`src/rtl/core/mftf_ram.sv`:
```
// Generic single-port RAM with registered read, no reset on contents.
// Standalone; used for the texel store of multi_frame_texel_fusion.
module mftf_ram #(
  parameter int unsigned WIDTH = 8,
  parameter int unsigned DEPTH = 256
) (
  input  logic                     clk_i,
  input  logic                     we_i,
  input  logic [$clog2(DEPTH)-1:0] addr_i,
  input  logic [WIDTH-1:0]         wdata_i,
  output logic [WIDTH-1:0]         rdata_o
);

  logic [WIDTH-1:0] mem [DEPTH];

  always_ff @(posedge clk_i) begin
    if (we_i) begin
      mem[addr_i] <= wdata_i;
    end else begin
      rdata_o <= mem[addr_i];
    end
  end

endmodule

```
`config.mk`:
```
export PLATFORM = sky130hd
export DESIGN_NAME = mftf_ram
export DESIGN_NICKNAME = d
export VERILOG_FILES = /design/src/rtl/core/mftf_ram.sv
export SDC_FILE = /design/constraint.sdc
export NUM_CORES = 2
export LEC_CHECK = 0
export CORE_MARGIN = 2
export CORE_UTILIZATION = 55
export DETAILED_ROUTE_END_ITERATION = 7
export DONT_BUFFER_PORTS = 1
export PLACE_DENSITY_LB_ADDON = 0.15
export SETUP_SLACK_MARGIN = 0.02
export SLEW_MARGIN = 5
export SYNTH_ARGS = -nofsm -noshare
export SYNTH_HDL_FRONTEND = slang
export SYNTH_SLANG_ARGS = --single-unit
export TNS_END_PERCENT = 1
```
`constraint.sdc`:
```
create_clock -name clk_i -period 6.1 [get_ports clk_i]
set_input_delay 0.61 -clock clk_i [delete_from_list [all_inputs] [get_ports clk_i]]
set_output_delay 0.61 -clock clk_i [all_outputs]
set_load 0.05 [all_outputs]
```
# Word-level counts from Yosys, hierarchy flattened
# Memories as Yosys holds them, arrays and structs flattened. A register that Yosys moved wholly into a read port is not among the register bits.
# Index checks and enable logic that the tools add are counted.
# word_totals
n_memories	1
inputBits	18
output_inout_bits	8
ff_bits	0
word_cells	4
mem_bits_rw	2048
# mem_list
memory	words	word_bits	rd	rd_clocked_by_memory_dff	wr	line	source
mem	256	8	1	1	1	14	logic [WIDTH-1:0] mem [DEPTH];
# op_classes
reduce_logical	1
muxes	2
# ops
op	n
1-bit two-way mux	2
1-bit logical NOT	1

# Logic depth before layout (Yosys ltp)
# depth
ltp_word	2
ltp_mapped	8
depth_no_buf	5

# Worst setup path before layout
# OpenSTA, ideal clock, no wires.
# synth_path
path_kind	input to register
from	input addr_i[0]
to	memory mem[107][0] (enable)
slack_ns	3.316
setup_time_ns	0.370
n_path_buf	4
cell_stages	8
t_required_ns	5.730
arrival_ns	2.414
path_cell_list	buf_2 > buf_2 > clkbuf_1 > nand2_1 > nor2_1 > nand2_1 > clkbuf_1 > nor2_1
# synth_rtl
element	line	source
from (decl)	9	input logic [$clog2(DEPTH)-1:0] addr_i,
to (decl)	14	
# Straight into the memory's write port.

==> results by group <==
Yosys
  – Post-Synthesis Cells: between 3000 and 4000
  – Post-synth EDFFs: just over 2000
  – Seq cells post-synth: 2056
  – Synth Flop Type: edfxtp_1
  – Count of cell types in the netlist: 20
  – Ys async rst share: 0%
  – Yosys top cell by area: edfxtp_1
  – Mapped Area: 78500 µm²
  – Sequential fraction of the synthesis area: between 70% and 80%
  – Syn nets: ~3600
  – Avg Cell Area, Syn: 22.2 µm²
  – Ranking of synthesized cells by area: edfxtp_1 79%, mux4_2 15%, a22oi_1 2.4%, nor2_1 1.1%, a21oi_1 0.82%
  – Ys Warns: 0
  – Yosys top cell area share: around four fifths

Worst setup path
  – CP arrival: 5.84 ns
  – Largest stage delay, worst path: around 1.3 ns
  – Worst reg-to-reg path cell count: 5
  – Worst reg2reg setup slack: 2.90 ns
  – Slowest CP cell: mux4_2
  – CP Data Required Time: ~6.6 ns
  – Worst Setup Start Kind: input port
  – Setup CP Type: in -> reg
  – R2R Path End: rdata_o[3]
  – Crit-path cells: mux4_2, a22oi_1, a21oi_1, o41ai_1, nand4_1
  – Crit-path max FO: 520
  – Worst R2R Start: mem[91][3]
  – Crit path capture type: register

Floorplan
  – Die area: about 150000 µm²
  – DIE HEIGHT: between 300 and 400 µm
  – Effective utilization at floorplan: between 50% and 60%
  – DIE WIDTH: approximately 380 µm
  – CORE AREA: about 140000 µm²
  – Cell row count: roughly 140
  – IO Pins: 26

Final layout
  – Area of the multi-input gates: approximately 16000 µm²
  – Finished Cell Area: ~87000 µm²
  – Area Overhead vs Synth: 10.6%
  – NumNets Final: around 3600
  – Antenna Cells: 0
  – Most frequent cells in the layout: 2056 x edfxtp_1, 512 x mux4_2, 256 x a22oi_1
  – Fraction of final layout cells sized beyond drive strength 1: 23.1%
  – Util after Layout: about three fifths
  – Storage cell area: 61700 µm²
  – Most common cell after layout, fill and taps aside: edfxtp_1
  – Filler cell count: ~9700

GRT
  – Largest net degree at the start of global routing: 521
  – Gr busiest metal: met2
  – Initial antenna violation count: 6
  – Met2 Resource Use GR: 40.8%
  – Overflow after GRT: 0
  – Grt met1 use: a little under two fifths
  – Gr usage total: roughly 26%
  – First-pass GRT wire length: ~270000 µm
  – Global-route met3 utilization: between 4 and 5%
  – Number of global-route vias before repair: roughly 38000

Place
  – HPWL after DPL: 98800 µm
  – Placed instance area: between 80000 and 90000 µm²
  – PortBufs: 0
  – GPL Wtd Cong: ~0.83

Route
  – DRC viols: 0
  – Via count: between 30000 and 40000
  – First drt pass iteration count: 6
  – Vias per inst: between 6 and 7
  – DR iter-0 viols: slightly below 5000
  – Routed WL: ~190000 µm
  – ANT nets after route: 0
  – WL/cell: roughly 33 µm

Run
  – Max capacitance violation total: 0

Power and ir drop
  – Int Pwr: 22.4 mW
  – Pwr Density: around 320 nW/µm²
  – Sequential share of power: a little under three fifths
  – Final Power: ~28 mW
  – Switch share: about 20%
  – Maximum VDD drop: around 0.27 mV
  – Psw: roughly 5.7 mW
  – Lkg Pwr: around 26 nW
  – Comb power frac: between 3 and 4%
  – Clock share of power: between 40% and 50%

Clocking
  – Worst-path clk slew: 0.06 ns
  – Level count of the clock H-tree: 4
  – CTS sink count: 2056
  – Clk root buf: clkbuf_16
  – Worst-Skew Late Latency: around 0.8 ns
  – TritonCTS clock tree: yes
  – Post-CTS Setup Bufs: 0
  – Clock buffer depth: 3
  – CTS buffer count: just under 200

STA
  – F_max: ~190 MHz
  – Period minus WS final: between 5 and 6 ns
  – Rel. slew slack: -170%
  – Final Hold Viols: 0
  – Setup TNS: 0 ns
  – RSZ-0062 raised after global routing: false
  – Number of setup violations in the final report: 0
  – Fin crit share: 87.4%
  – Slew Limit Fails: between 300 and 400
  – Worst slew pin tran: 4.06 ns
  – Clock Skew: 0.0267 ns

Min path
  – HP Start: wdata_i[6]
  – Hold Path Class: in -> reg
  – Hold Path End: mem[85][6]
  – Worst Hold Depth: 0

Outcome
  – Failing checks: max-slew violations
  – Status: finished, violations left
through the flow:
step / hold slack [ns] / std cells / setup WS [ns]
floorplan: 0.709 / 3545 / 3.32
global placement: 0.756 / 5257 / 2.11
detailed placement: 0.768 / 5257 / 2.25
CTS: 0.00362 / 5639 / 2.98
global route: 0.0124 / 5643 / 0.943
finish: 0.0934 / 5643 / 0.767
power groups by stage:
| stage | Clock, mW | Sequential, mW | Combinational, mW |
|---|---|---|---|
| 4_1_cts | 11.6 | 15.6 | 0.925 |
| 5_1_grt | 12.1 | 15.6 | 1.08 |
| 3_5_place_dp | 0 | 15.9 | 0.785 |
| 2_1_floorplan | 0 | 15.9 | 0.689 |
| 3_3_place_gp | 0 | 15.9 | 0.777 |
| 6_report | 11.4 | 15.6 | 1.07 |
registers in the layout (all words and copies together), names as in the netlist:
signal / flops
rdata_o: 8
mem: 2048
kinds of logic after synthesis:
group / synth area share (%)
AOI/OAI and AO/OA: 3.62
and+or+nand+nor: 1.73
DFF: 78.6
buffers and inverters: 1.35
muxes: 14.7
synthesized netlist by cell type, drive strengths merged (5+ instances only):
master     n
a21oi    128
a22oi    256
buf       90
clkbuf   140
edfxtp  2056
mux4     512
nand2     25
nand2b     5
nand3     17
nand4      9
nor2     234
nor2b      8
nor3      27
o41ai     32
worst max-delay path, delay by kind of cell:
family	cells	cell delay (ns)
compound gates	3	1.84
mux	1	1.25
simple gates	1	0.19
cell type report:
type	count	area share [%]
Tap cell	1890	2.72
Multi-Input combinational cell	1258	18.3
Sequential cell	2056	71.1
Clock inverter	114	0.913
Inverter	1	0.00432
Timing Repair Buffer	77	1.01
Clock buffer	247	5.99
worst max path at each step:
stage	endpoint	cells after the start	startpoint	slack, ns
final	rdata_o[3]	5	addr_i[1]	0.77
after global routing	mem[191][6]	6	addr_i[0]	0.94
after CTS	rdata_o[3]	5	mem[123][3]	2.98
after detailed placement	mem[176][2]	5	addr_i[2]	2.25
after global placement	rdata_o[4]	6	addr_i[3]	2.11
after floorplan	mem[107][0]	8	addr_i[0]	3.32
per-layer routing:
metal,vias up,part of all wire [%]
met3,299,9.0
met2,1868,49
met4,0,2.7
met5,-,0
met1,19700,40
li1,15200,-
what timing repair did:
action | 4_1_cts | 5_1_grt
resized for setup | 0 | 0
hold buffers | 21 | 1
endpoints found under the hold margin | 510 | 8
Note: power is estimated with default switching activity, not from simulation.
